$ cat src/hdl/wlbs_pkg.sv
package wlbs_pkg;

    localparam int unsigned NUM_BLOCKS = 1024;

    localparam int unsigned IDX_W   = 10;
    localparam int unsigned ERASE_W = 32;
    localparam int unsigned PAGES_W = 9;
    localparam int unsigned HOST_W  = 64;
    localparam int unsigned CFG_W   = 32;
    localparam int unsigned CIDX_W  = 2;

    // range check width: wide enough for the largest block count
    localparam int unsigned RANGE_W = 17;

    localparam logic [IDX_W-1:0] POS_MAX = {IDX_W{1'b1}};

    typedef enum logic [1:0] {
        OP_FREE  = 2'd0,
        OP_BLOCK = 2'd1,
        OP_CHECK = 2'd2
    } opcode_t;

    typedef enum logic [1:0] {
        KIND_FREE  = 2'd0,
        KIND_COLD  = 2'd1,
        KIND_CHECK = 2'd2
    } kind_t;

    typedef enum logic [1:0] {
        MODE_NONE    = 2'd0,
        MODE_DYNAMIC = 2'd1,
        MODE_STATIC  = 2'd2
    } mode_t;

    typedef enum logic [CIDX_W-1:0] {
        REG_LEVEL_MODE       = 2'd0,
        REG_CHECK_INTERVAL   = 2'd1,
        REG_SPREAD_THRESHOLD = 2'd2
    } reg_index_t;

    typedef struct packed {
        logic [1:0]         opcode;
        logic [IDX_W-1:0]   block_index;
        logic [ERASE_W-1:0] wear_count;
        logic [PAGES_W-1:0] live_pages;
        logic               is_open;
        logic               last_entry;
        logic [HOST_W-1:0]  host_count;
    } in_item_t;

    typedef struct packed {
        logic [1:0]       result_kind;
        logic [IDX_W-1:0] free_position;
        logic [IDX_W-1:0] cold_block;
        logic             cold_found;
        logic             migrate;
    } out_item_t;

    typedef struct packed {
        logic [1:0]         level_mode;
        logic [ERASE_W-1:0] check_interval;
        logic [ERASE_W-1:0] spread_threshold;
    } cfg_t;

endpackage

$ cat src/hdl/wlbs_core.sv
module wlbs_core (
    input  logic               clk,
    input  logic               rst_n,
    input  wlbs_pkg::cfg_t     cfg,
    input  logic               fire,
    input  wlbs_pkg::in_item_t item,
    output logic               res_valid,
    output wlbs_pkg::out_item_t res
);
    import wlbs_pkg::*;

    logic [IDX_W-1:0]   free_counter_reg, free_counter_next;
    logic [IDX_W-1:0]   free_best_pos_reg, free_best_pos_next;
    logic [ERASE_W-1:0] free_best_erases_reg, free_best_erases_next;
    logic [IDX_W-1:0]   cold_best_index_reg, cold_best_index_next;
    logic [ERASE_W-1:0] cold_best_erases_reg, cold_best_erases_next;
    logic               cold_seen_reg, cold_seen_next;
    logic [ERASE_W-1:0] scan_min_reg, scan_min_next;
    logic [ERASE_W-1:0] scan_max_reg, scan_max_next;
    logic [ERASE_W-1:0] latched_spread_reg, latched_spread_next;
    logic [HOST_W-1:0]  last_check_reg, last_check_next;

    // free list
    logic               free_take;
    logic [IDX_W-1:0]   free_pos_upd;
    logic [ERASE_W-1:0] free_erases_upd;

    // block scan
    logic               in_range;
    logic               cold_cand;
    logic               cold_better;
    logic [ERASE_W-1:0] min_upd, max_upd;
    logic [IDX_W-1:0]   cold_idx_upd;
    logic [ERASE_W-1:0] cold_erases_upd;
    logic               cold_seen_upd;

    // migration check
    logic [HOST_W-1:0]  host_delta;
    logic               check_due;

    always_comb
    begin
        free_take       = (free_counter_reg == '0) || (item.wear_count < free_best_erases_reg);
        free_pos_upd    = free_take ? free_counter_reg : free_best_pos_reg;
        free_erases_upd = free_take ? item.wear_count : free_best_erases_reg;

        in_range = {{(RANGE_W-IDX_W){1'b0}}, item.block_index} < RANGE_W'(NUM_BLOCKS);
        min_upd  = (in_range && item.wear_count < scan_min_reg) ? item.wear_count
                                                                  : scan_min_reg;
        max_upd  = (in_range && item.wear_count > scan_max_reg) ? item.wear_count
                                                                  : scan_max_reg;
        cold_cand   = in_range && (item.live_pages != '0) && !item.is_open;
        cold_better = !cold_seen_reg || (item.wear_count < cold_best_erases_reg) ||
                      ((item.wear_count == cold_best_erases_reg) &&
                       (item.block_index < cold_best_index_reg));
        cold_idx_upd    = (cold_cand && cold_better) ? item.block_index : cold_best_index_reg;
        cold_erases_upd = (cold_cand && cold_better) ? item.wear_count
                                                     : cold_best_erases_reg;
        cold_seen_upd   = cold_seen_reg || cold_cand;

        host_delta = item.host_count - last_check_reg;
        check_due  = (cfg.level_mode == MODE_STATIC) && (cfg.check_interval != '0) &&
                     (host_delta >= {{(HOST_W-ERASE_W){1'b0}}, cfg.check_interval});
    end

    always_comb
    begin
        free_counter_next     = free_counter_reg;
        free_best_pos_next    = free_best_pos_reg;
        free_best_erases_next = free_best_erases_reg;
        cold_best_index_next  = cold_best_index_reg;
        cold_best_erases_next = cold_best_erases_reg;
        cold_seen_next        = cold_seen_reg;
        scan_min_next         = scan_min_reg;
        scan_max_next         = scan_max_reg;
        latched_spread_next   = latched_spread_reg;
        last_check_next       = last_check_reg;
        res_valid             = 1'b0;
        res                   = '0;

        if (fire)
        begin
            unique case (item.opcode)
                OP_FREE:
                begin
                    if (item.last_entry)
                    begin
                        res_valid             = 1'b1;
                        res.result_kind       = KIND_FREE;
                        res.free_position     = (cfg.level_mode == MODE_NONE) ? '0
                                                                              : free_pos_upd;
                        free_counter_next     = '0;
                        free_best_pos_next    = '0;
                        free_best_erases_next = '0;
                    end
                    else
                    begin
                        free_best_pos_next    = free_pos_upd;
                        free_best_erases_next = free_erases_upd;
                        // saturate so an overlong list keeps competing at the top slot
                        free_counter_next     = (free_counter_reg == POS_MAX) ? free_counter_reg
                                                : free_counter_reg + 1'b1;
                    end
                end
                OP_BLOCK:
                begin
                    if (item.last_entry)
                    begin
                        res_valid             = 1'b1;
                        res.result_kind       = KIND_COLD;
                        res.cold_block        = cold_seen_upd ? cold_idx_upd : '0;
                        res.cold_found        = cold_seen_upd;
                        latched_spread_next   = (max_upd >= min_upd) ? max_upd - min_upd : '0;
                        cold_best_index_next  = '0;
                        cold_best_erases_next = '0;
                        cold_seen_next        = 1'b0;
                        scan_min_next         = '1;
                        scan_max_next         = '0;
                    end
                    else
                    begin
                        cold_best_index_next  = cold_idx_upd;
                        cold_best_erases_next = cold_erases_upd;
                        cold_seen_next        = cold_seen_upd;
                        scan_min_next         = min_upd;
                        scan_max_next         = max_upd;
                    end
                end
                OP_CHECK:
                begin
                    res_valid       = 1'b1;
                    res.result_kind = KIND_CHECK;
                    if (check_due)
                    begin
                        last_check_next = item.host_count;
                        res.migrate     = latched_spread_reg > cfg.spread_threshold;
                    end
                end
                default:
                begin
                    res_valid = 1'b0;
                end
            endcase
        end
    end

    always_ff @(posedge clk or negedge rst_n)
    begin
        if (!rst_n)
        begin
            free_counter_reg     <= '0;
            free_best_pos_reg    <= '0;
            free_best_erases_reg <= '0;
            cold_best_index_reg  <= '0;
            cold_best_erases_reg <= '0;
            cold_seen_reg        <= 1'b0;
            scan_min_reg         <= '1;
            scan_max_reg         <= '0;
            latched_spread_reg   <= '0;
            last_check_reg       <= '0;
        end
        else
        begin
            free_counter_reg     <= free_counter_next;
            free_best_pos_reg    <= free_best_pos_next;
            free_best_erases_reg <= free_best_erases_next;
            cold_best_index_reg  <= cold_best_index_next;
            cold_best_erases_reg <= cold_best_erases_next;
            cold_seen_reg        <= cold_seen_next;
            scan_min_reg         <= scan_min_next;
            scan_max_reg         <= scan_max_next;
            latched_spread_reg   <= latched_spread_next;
            last_check_reg       <= last_check_next;
        end
    end

    a_free_restart: assert property (@(posedge clk) disable iff (!rst_n)
        fire && (item.opcode == OP_FREE) && item.last_entry |=> free_counter_reg == '0)
        else $error("free list did not restart after its last entry");

    a_scan_clear: assert property (@(posedge clk) disable iff (!rst_n)
        fire && (item.opcode == OP_BLOCK) && item.last_entry
        |=> (scan_min_reg == '1) && (scan_max_reg == '0) && !cold_seen_reg)
        else $error("scan accumulators not cleared after the last record");

    a_cold_none: assert property (@(posedge clk) disable iff (!rst_n)
        res_valid && !res.cold_found |-> res.cold_block == '0)
        else $error("cold block reported without a candidate");

endmodule

$ cat src/hdl/wear_leveling_block_selector_top.sv
// wear-leveling policy engine: takes free-list entries, block records and
// migration checks on one valid/stall input channel and returns at most one
// result beat per item. the last free entry yields the list position of the
// least-worn free block (position zero when the level mode is none), the last
// block record yields the least-worn non-open block holding live data (and
// latches the erase-count spread of the scan), and every migration check
// yields a migrate decision. one item is taken every clock while the result
// side keeps draining; a beat goes through an input register and a result
// register, so a result beat is presented once its item has left the input
// register. the only stall comes from a held result beat, which blocks the
// input stage and through it the input. the rate is set by the running
// minima's compare-and-update, done once per item between the two registers.
// configuration is written through cfg_we/cfg_index/cfg_data; the user must
// write it only while no item is in flight, which the block does not enforce.
module wear_leveling_block_selector_top (
    input  logic                        clk,
    input  logic                        rst_n,
    input  logic                        in_valid,
    output logic                        in_stall,
    input  wlbs_pkg::in_item_t          in_data,
    output logic                        out_valid,
    input  logic                        out_stall,
    output wlbs_pkg::out_item_t         out_data,
    input  logic                        cfg_we,
    input  logic [wlbs_pkg::CIDX_W-1:0] cfg_index,
    input  logic [wlbs_pkg::CFG_W-1:0]  cfg_data
);
    import wlbs_pkg::*;

    // configuration registers
    cfg_t      cfg_reg, cfg_next;

    // input stage
    logic      s1_valid_reg, s1_valid_next;
    in_item_t  s1_data_reg;

    // result stage
    logic      out_valid_reg, out_valid_next;
    out_item_t out_data_reg;

    logic      accept;
    logic      fire;
    logic      res_valid;
    out_item_t res;

    // the input stage moves on whenever the result slot is empty or drains
    assign fire     = s1_valid_reg && (!out_valid_reg || !out_stall);
    assign in_stall = s1_valid_reg && !fire;
    assign accept   = in_valid && !in_stall;

    always_comb
    begin
        cfg_next = cfg_reg;
        if (cfg_we)
        begin
            unique case (cfg_index)
                REG_LEVEL_MODE:       cfg_next.level_mode       = cfg_data[1:0];
                REG_CHECK_INTERVAL:   cfg_next.check_interval   = cfg_data;
                REG_SPREAD_THRESHOLD: cfg_next.spread_threshold = cfg_data;
                default:              cfg_next = cfg_reg;   // no register there
            endcase
        end
    end

    always_comb
    begin
        priority if (accept)
            s1_valid_next = 1'b1;
        else if (fire)
            s1_valid_next = 1'b0;
        else
            s1_valid_next = s1_valid_reg;

        // items without a result still pass, leaving the slot empty
        priority if (fire)
            out_valid_next = res_valid;
        else if (!out_stall)
            out_valid_next = 1'b0;
        else
            out_valid_next = out_valid_reg;
    end

    wlbs_core u_core (
        .clk       (clk),
        .rst_n     (rst_n),
        .cfg       (cfg_reg),
        .fire      (fire),
        .item      (s1_data_reg),
        .res_valid (res_valid),
        .res       (res)
    );

    always_ff @(posedge clk or negedge rst_n)
    begin
        if (!rst_n)
        begin
            cfg_reg       <= '0;
            s1_valid_reg  <= 1'b0;
            out_valid_reg <= 1'b0;
        end
        else
        begin
            cfg_reg       <= cfg_next;
            s1_valid_reg  <= s1_valid_next;
            out_valid_reg <= out_valid_next;
        end
    end

    // payload registers, no reset needed
    always_ff @(posedge clk)
    begin
        if (accept)
        begin
            s1_data_reg <= in_data;
        end
        if (fire && res_valid)
        begin
            out_data_reg <= res;
        end
    end

    assign out_valid = out_valid_reg;
    assign out_data  = out_data_reg;

    a_no_overwrite: assert property (@(posedge clk) disable iff (!rst_n)
        out_valid_reg && out_stall |-> !fire)
        else $error("pending result beat overwritten");

    a_stall_busy: assert property (@(posedge clk) disable iff (!rst_n)
        in_stall |-> s1_valid_reg && out_valid_reg && out_stall)
        else $error("input stalled without a blocked result");

    a_kind_legal: assert property (@(posedge clk) disable iff (!rst_n)
        out_valid |-> (out_data.result_kind == KIND_FREE) ||
                      (out_data.result_kind == KIND_COLD) ||
                      (out_data.result_kind == KIND_CHECK))
        else $error("result beat with unknown kind");

endmodule
$ cat config.mk
export PLATFORM = sky130hd
export DESIGN_NAME = wear_leveling_block_selector_top
export DESIGN_NICKNAME = d
export VERILOG_FILES = /design/src/hdl/wlbs_pkg.sv /design/src/hdl/wlbs_core.sv /design/src/hdl/wear_leveling_block_selector_top.sv
export SDC_FILE = /design/constraint.sdc
export NUM_CORES = 1
export LEC_CHECK = 0
export BUFFER_PORTS_ARGS = -buffer_cell sky130_fd_sc_hd__buf_4
export CORE_UTILIZATION = 61
export CTS_CLUSTER_SIZE = 12
export DETAILED_ROUTE_END_ITERATION = 16
export HOLD_SLACK_MARGIN = 0.08
export PLACE_DENSITY_LB_ADDON = 0.3
export REMOVE_ABC_BUFFERS = 1
export SLEW_MARGIN = 20
export SYNTH_ARGS = -nofsm -noshare
export SYNTH_HDL_FRONTEND = slang
export SYNTH_HIERARCHICAL = 1
export SYNTH_SLANG_ARGS = --single-unit
$ cat constraint.sdc
create_clock -name clk -period 6.5 [get_ports clk]
set_input_delay 0 -clock clk [delete_from_list [all_inputs] [get_ports clk]]
set_output_delay 0 -clock clk [all_outputs]
set_load 0.01 [all_outputs]
==> results of run 1 <==
critical path: stages (launching register included):
cell	delay, ns
edfxtp_1	0.38
inv_1	0.08
ha_1	0.17
inv_1	0.06
fa_1	0.42
a211o_1	0.30
a21oi_1	0.25
nor3b_2	0.10
o31a_1	0.42
a21bo_1	0.27
xor2_1	0.23
ha_1	0.28
a21oi_1	0.14
o22ai_1	0.10
nor4_2	0.23
o2111ai_1	0.22
nor4b_1	0.37
nand4_1	0.17
nor4b_2	0.30
nand4_1	0.27
a2111oi_4	0.39
a41oi_4	0.33
buf_8	0.33
mux2_4	0.34
logic make-up (layout without fill, tap and decap cells):
family | after synthesis | count (layout) | share of synthesized area
adder cells (fa/ha/maj) | 298 | 298 | 0.1299
AND/OR/NAND/NOR | 705 | 705 | 0.1147
XOR/XNOR | 79 | 79 | 0.02402
multiplexers | 146 | 146 | 0.06701
AO/OA/AOI/OAI | 803 | 804 | 0.1788
flip-flops | 466 | 466 | 0.4310
buffers and inverters | 388 | 791 | 0.05454
how the worst max path moves through the flow:
stage          cells after the start                          startpoint  slack (ns)                                        end
2_1_floorplan                     26  u_core/scan_min_reg[1]$_DFFE_PN1P_       -3.39  u_core/latched_spread_reg[10]$_DFFE_PN0P_
3_3_place_gp                      23            s1_data_reg[0]$_DFFE_PP_        0.24                      out_data[0]$_DFFE_PP_
3_5_place_dp                      27           s1_data_reg[92]$_DFFE_PP_        0.11  u_core/latched_spread_reg[30]$_DFFE_PN0P_
4_1_cts                           27           s1_data_reg[92]$_DFFE_PP_        0.08  u_core/latched_spread_reg[22]$_DFFE_PN0P_
5_1_grt                           23            s1_data_reg[0]$_DFFE_PP_       -0.03      u_core/last_check_reg[56]$_DFFE_PN0P_
6_report                          23            s1_data_reg[0]$_DFFE_PP_        0.15      u_core/last_check_reg[58]$_DFFE_PN0P_
power by group:
part	leakage, nW	switching, mW	internal, mW
Combinational	9.51	3.86	2.81
Clock	0.781	1.23	1.62
Sequential	5.45	0.449	3.73
Total	15.7	5.54	8.16
synthesized netlist by cell type (9+ instances only):
master,number,area (um2)
nand2_1,309,1160
ha_1,296,3704
inv_1,292,1096
dfrtp_1,291,7282
o21ai_0,228,1141
a21oi_1,208,1041
edfxtp_1,143,4294
nor2_1,134,503.0
a21o_1,100,750.7
mux2_4,81,1216
nand4_1,71,444.2
clkbuf_1,66,247.7
mux2_2,46,518.0
nor3_1,46,230.2
xor2_1,43,376.6
xnor2_1,36,315.3
dfstp_2,32,840.8
o21a_1,32,240.2
o2bb2ai_1,32,280.3
nor2b_1,27,168.9
o22a_1,27,236.5
nor4_1,20,125.1
nand2b_1,19,118.9
o211ai_1,18,135.1
nand3_1,17,85.08
a211oi_1,14,105.1
mux2i_1,14,140.1
or3_1,14,87.58
a31oi_1,13,81.33
buf_2,13,65.06
a22oi_1,12,90.09
o21bai_1,12,90.09
and3_1,11,68.82
a22o_1,10,87.58
o31ai_1,10,75.07
a221oi_1,9,78.83
layer usage:
metal | vias up | track usage | wire (um) | part of all wire
li1 | 11103 | - | - | -
met1 | 11679 | 0.4243 | 33710 | 0.41
met2 | 871 | 0.5866 | 40680 | 0.50
met3 | 200 | 0.03701 | 4231 | 0.052
met4 | 0 | 0.1405 | 3423 | 0.042
met5 | - | 0 | 0 | 0
metrics by stage:
step                      utilization  hold slack (ns)  cells
after global placement         0.6650          0.07310   3630
after floorplan                     -          -0.2956   2789
after CTS                      0.7360          0.08015   3890
after global routing           0.7395          0.09461   3896
after detailed placement       0.6651          0.08876   3630
final                          0.7395          0.09326   3896
cell type report:
cell class	count	area [um2]
flip-flops and latches	466	12420
repair buffers	406	3528
clock buffers	70	1389
fillers	3206	12130
clock inverters	23	230.2
inverters	292	1096
multi-input cells	2032	15010
well taps	607	759.5
what timing repair did:
item | in CTS | in global routing
buffers inserted | 0 | 3
gates resized for setup | 0 | 24
hold endpoints to repair | 315 | 0
setup endpoints to repair | 0 | 95
hold buffers | 167 | 0
==> results.ini, run 1 <==
[run_status]
run_status=completed

[placement]
gp_congestion=0.9568
place_area_um2=30960
hpwl_um=56340
port_buffers=183
post-place-ws_ns=0.1114

[timing]
finalSetupViolCount=0
relSlewSlack=0.2850
setup_tns_ns=0
hold_violations=0
worst_pin_slew_ns=1.070
period_needed_ns=6.354
maxSlewViolCount=0
clock-skew-final_ns=0.03636
finalCritPeriodShare=0.9776
rsz0062_at_grt=yes
layout_setup_ws_ns=0.1459
max_freq_ghz=0.1574

[worst_setup_path]
r2r_end=u_core/last_check_reg[58]$_DFFE_PN0P_
r2r_cells=23
cp_data_arrival_time_ns=6.84
worstPathMaxFanout=31
ff2ff_setup_slack_ns=0.15
end_kind=flop
r2r_start=s1_data_reg[0]$_DFFE_PP_
crit_required_ns=6.99
worstSetupPathType=flop to flop
start_kind=flop

[cts]
cts_made_buffers=51
htreeDepth=2
clock-sinks=466
cts_root_buf=clkbuf_16
clk_latency_ns=0.63
cts.clk_slew.worst_paths_ns=0.06
cts_tree=done
clock_path_buffers=3

[grt]
antenna_found_initial=0
grt_max_degree=77
grt_first_pass_wirelength_um=127200
overflow=0
grt_pass1_vias=24150
track_usage=0.3368

[drt]
drtIter0Drc=2048
drc=0
vias=23853
final_antenna_net_count=0
drtPass1Iterations=6
wirelength_um=82050
wire_per_inst_um=21.06
viasPerCell=6.122

[power]
powerDensity_nw_per_um2=397.9
p_leak_nw=15.74
ir_worst_vdd_uv=349.8
total_power_mw=13.70

[synth]
netlist_area_um2=28810
avgSynthCellArea_um2=9.987
synth-async-reset-ratio=0.6931
synthFlopType=dfrtp_1
synth_edf_count=143
syn_inst=2885
yosys_warnings=6
synthDistinctLibCells=93
ys_ff_latch=466
ys_seq_area_frac=0.4310

[hold_path]
holdPathEnd=s1_data_reg[9]$_DFFE_PP_
min_from=in_data[9]
min_delay_path_depth=2
hold_class=input pin to flop

[layout]
largest_reg_flops=119
area_growth_pct=19.49
mostFrequentLayoutCells=nand2_1 (308), ha_1 (295), inv_1 (292)
n_antenna_cell=0
stdcell_area_um2=34430
layout_commonest_cell=nand2_1
drive_above_1_share=0.1572
final_nets=3705

[flow_run]
drv_cap=0

[floorplan]
die_area_um2=48110
core_um2=46560
die_h_um=219.3
rows=79
die_w_um=219.3
pin_count=184
initial_core_util=0.6189

Note: power is estimated with default switching activity, not from simulation.
==> run 2, diff against run 1 <==
--- a/config.mk
+++ b/config.mk
@@ -6,10 +6,10 @@
 export NUM_CORES = 1
 export LEC_CHECK = 0
 export BUFFER_PORTS_ARGS = -buffer_cell sky130_fd_sc_hd__buf_4
-export CORE_UTILIZATION = 61
+export CORE_UTILIZATION = 60
 export CTS_CLUSTER_SIZE = 12
 export DETAILED_ROUTE_END_ITERATION = 16
-export HOLD_SLACK_MARGIN = 0.08
+export HOLD_SLACK_MARGIN = 0.03
 export PLACE_DENSITY_LB_ADDON = 0.3
 export REMOVE_ABC_BUFFERS = 1
 export SLEW_MARGIN = 20
==> results.ini, run 2 (synthesis results as in run 1) <==
[run_status]
run_status=completed  ; unchanged

[drt]
viasPerCell=6.094  ; was 6.122
drtPass1Iterations=14  ; was 6
vias=23650  ; was 23853
drc=0  ; unchanged
wire_per_inst_um=20.78  ; was 21.06 um
wirelength_um=80650  ; was 82050 um
drtIter0Drc=1992  ; was 2048
final_antenna_net_count=0  ; unchanged

[grt]
overflow=0  ; unchanged
track_usage=0.3319  ; was 0.3368
grt_max_degree=146  ; was 77
grt_pass1_vias=24086  ; was 24150
antenna_found_initial=0  ; unchanged
grt_first_pass_wirelength_um=130000  ; was 127200 um

[cts]
htreeDepth=2  ; unchanged
clock-sinks=466  ; unchanged
clock_path_buffers=3  ; unchanged
cts_tree=done  ; unchanged
cts_root_buf=clkbuf_16  ; unchanged
clk_latency_ns=0.62  ; was 0.63 ns
cts_made_buffers=51  ; unchanged
cts_setup_buffers=0  ; unchanged
cts.clk_slew.worst_paths_ns=0.06  ; about the same

[placement]
post-place-ws_ns=0.3341  ; was 0.1114 ns
hpwl_um=56240  ; was 56340 um
port_buffers=183  ; unchanged
place_inst=3628  ; was 3630
gp_congestion=0.9310  ; was 0.9568
place_area_um2=30960  ; about the same

[worst_setup_path]
worstSetupPathType=flop to flop  ; unchanged
cp_data_arrival_time_ns=6.59  ; was 6.84 ns
end_kind=flop  ; unchanged
crit_required_ns=6.97  ; was 6.99 ns
r2r_cells=27  ; was 23
r2r_start=s1_data_reg[92]$_DFFE_PP_  ; was s1_data_reg[0]$_DFFE_PP_
ff2ff_setup_slack_ns=0.38  ; was 0.15 ns
start_kind=flop  ; unchanged
worstPathMaxFanout=38  ; was 31
r2r_end=u_core/latched_spread_reg[2]$_DFFE_PN0P_  ; was u_core/last_check_reg[58]$_DFFE_PN0P_

[timing]
period_needed_ns=6.117  ; was 6.354 ns
finalCritPeriodShare=0.9411  ; was 0.9776
max_freq_ghz=0.1635  ; was 0.1574 GHz
maxSlewViolCount=0  ; unchanged
finalSetupViolCount=0  ; unchanged
layout_setup_ws_ns=0.3826  ; was 0.1459 ns
clock-skew-final_ns=0.03343  ; was 0.03636 ns
hold_violations=0  ; unchanged
relSlewSlack=0.3012  ; was 0.2850
worst_pin_slew_ns=1.048  ; was 1.070 ns

[power]
powerDensity_nw_per_um2=398.9  ; was 397.9 nW/um2
p_leak_nw=15.68  ; was 15.74 nW
ir_worst_vdd_uv=285.5  ; was 349.8 uV

[floorplan]
pin_count=184  ; unchanged
die_h_um=221.1  ; was 219.3 um
rows=79  ; unchanged
core_um2=46950  ; was 46560 um2
initial_core_util=0.6136  ; was 0.6189
die_area_um2=48900  ; was 48110 um2
die_w_um=221.1  ; was 219.3 um

[layout]
final_nets=3688  ; was 3705
stdcell_area_um2=34230  ; was 34430 um2
n_antenna_cell=0  ; unchanged
layout_commonest_cell=nand2_1  ; unchanged
mostFrequentLayoutCells=nand2_1 (308), ha_1 (295), inv_1 (292)  ; unchanged
instances_no_fill=3881  ; was 3896
drive_above_1_share=0.1552  ; was 0.1572
largest_reg_flops=119  ; unchanged
nFillCells=3181  ; was 3206
post-route-util=0.7290  ; was 0.7395
area_growth_pct=18.80  ; was 19.49%

[flow_run]
drv_cap=0  ; unchanged

[hold_path]
hold_class=input pin to async pin  ; was input pin to flop

run 2: layer usage:
layer  vias to the layer above  global-route usage  share of wire
met5                         -                   0              0
met4                         0              0.1252          0.036
met3                       179             0.03559          0.047
met2                       830              0.5767           0.50
met1                     11538              0.4273           0.42
li1                      11103                   -              -
run 2: worst max-delay path by stage:
stage,from,endpoint,slack [ns],depth (start not counted)
final,s1_data_reg[92]$_DFFE_PP_,u_core/latched_spread_reg[2]$_DFFE_PN0P_,0.38,27
after global routing,s1_data_reg[92]$_DFFE_PP_,u_core/latched_spread_reg[10]$_DFFE_PN0P_,-0.03,26
after CTS,s1_data_reg[92]$_DFFE_PP_,u_core/latched_spread_reg[2]$_DFFE_PN0P_,0.23,26
after detailed placement,s1_data_reg[84]$_DFFE_PP_,u_core/latched_spread_reg[21]$_DFFE_PN0P_,0.33,26
after global placement,s1_data_reg[17]$_DFFE_PP_,out_data[0]$_DFFE_PP_,0.42,21
after floorplan,u_core/scan_min_reg[1]$_DFFE_PN1P_,u_core/latched_spread_reg[10]$_DFFE_PN0P_,-3.39,26
run 2: per-stage QoR:
stage | setup TNS [ns] | hold WS (ns) | power (mW)
floorplan | -334.06 | -0.2956 | 8.713
global placement | 0 | 0.1086 | 10.27
detailed placement | 0 | 0.1207 | 10.49
CTS | 0 | 0.06016 | 13.49
global route | -0.1801 | 0.09492 | 14.56
finish | 0 | 0.05531 | 13.65
run 2: cell type report:
cell class	count	area, um2	area share
multi-input combinational	2031	14950	0.4367
sequential	466	12420	0.3628
timing repair buffer	390	3368	0.09841
clock buffer	79	1461	0.04270
inverter	292	1096	0.03202
tap	607	759.5	0.02219
clock inverter	16	178.9	0.005227
run 2: power breakdown:
| part | leakage [nW] | switching (mW) | total (mW) | internal [mW] |
|---|---|---|---|---|
| sequential | 5.45 | 0.450 | 4.18 | 3.73 |
| clock | 0.797 | 1.24 | 2.87 | 1.64 |
| combinational | 9.43 | 3.82 | 6.60 | 2.77 |
| total | 15.7 | 5.51 | 13.7 | 8.14 |
run 2: timing repair:
action,4_1_cts,5_1_grt
endpoints found under the hold margin,319,0
setup endpoints to repair,0,97
hold buffers,158,0
resized for setup,0,10
run 2: critical path, stage by stage, from the launching register on:
cell and delay [ns]:
edfxtp_1 0.52, ha_1 0.36, a21o_1 0.18, a21o_1 0.17, a21o_1 0.18, a21o_1 0.19, a21o_1 0.18, a21o_1 0.18
a21oi_1 0.16, nor3_1 0.08, a211oi_2 0.29, a31oi_4 0.22, nand2_1 0.18, o21ai_0 0.12, ha_1 0.41, a21oi_1 0.30
o21a_1 0.17, o221ai_1 0.11, a221oi_1 0.31, o21ai_1 0.17, a21o_1 0.20, a21oi_1 0.18, a2bb2oi_1 0.24, a21oi_1 0.14
o211ai_1 0.22, a21o_1 0.20, buf_12 0.17, o21ai_0 0.12
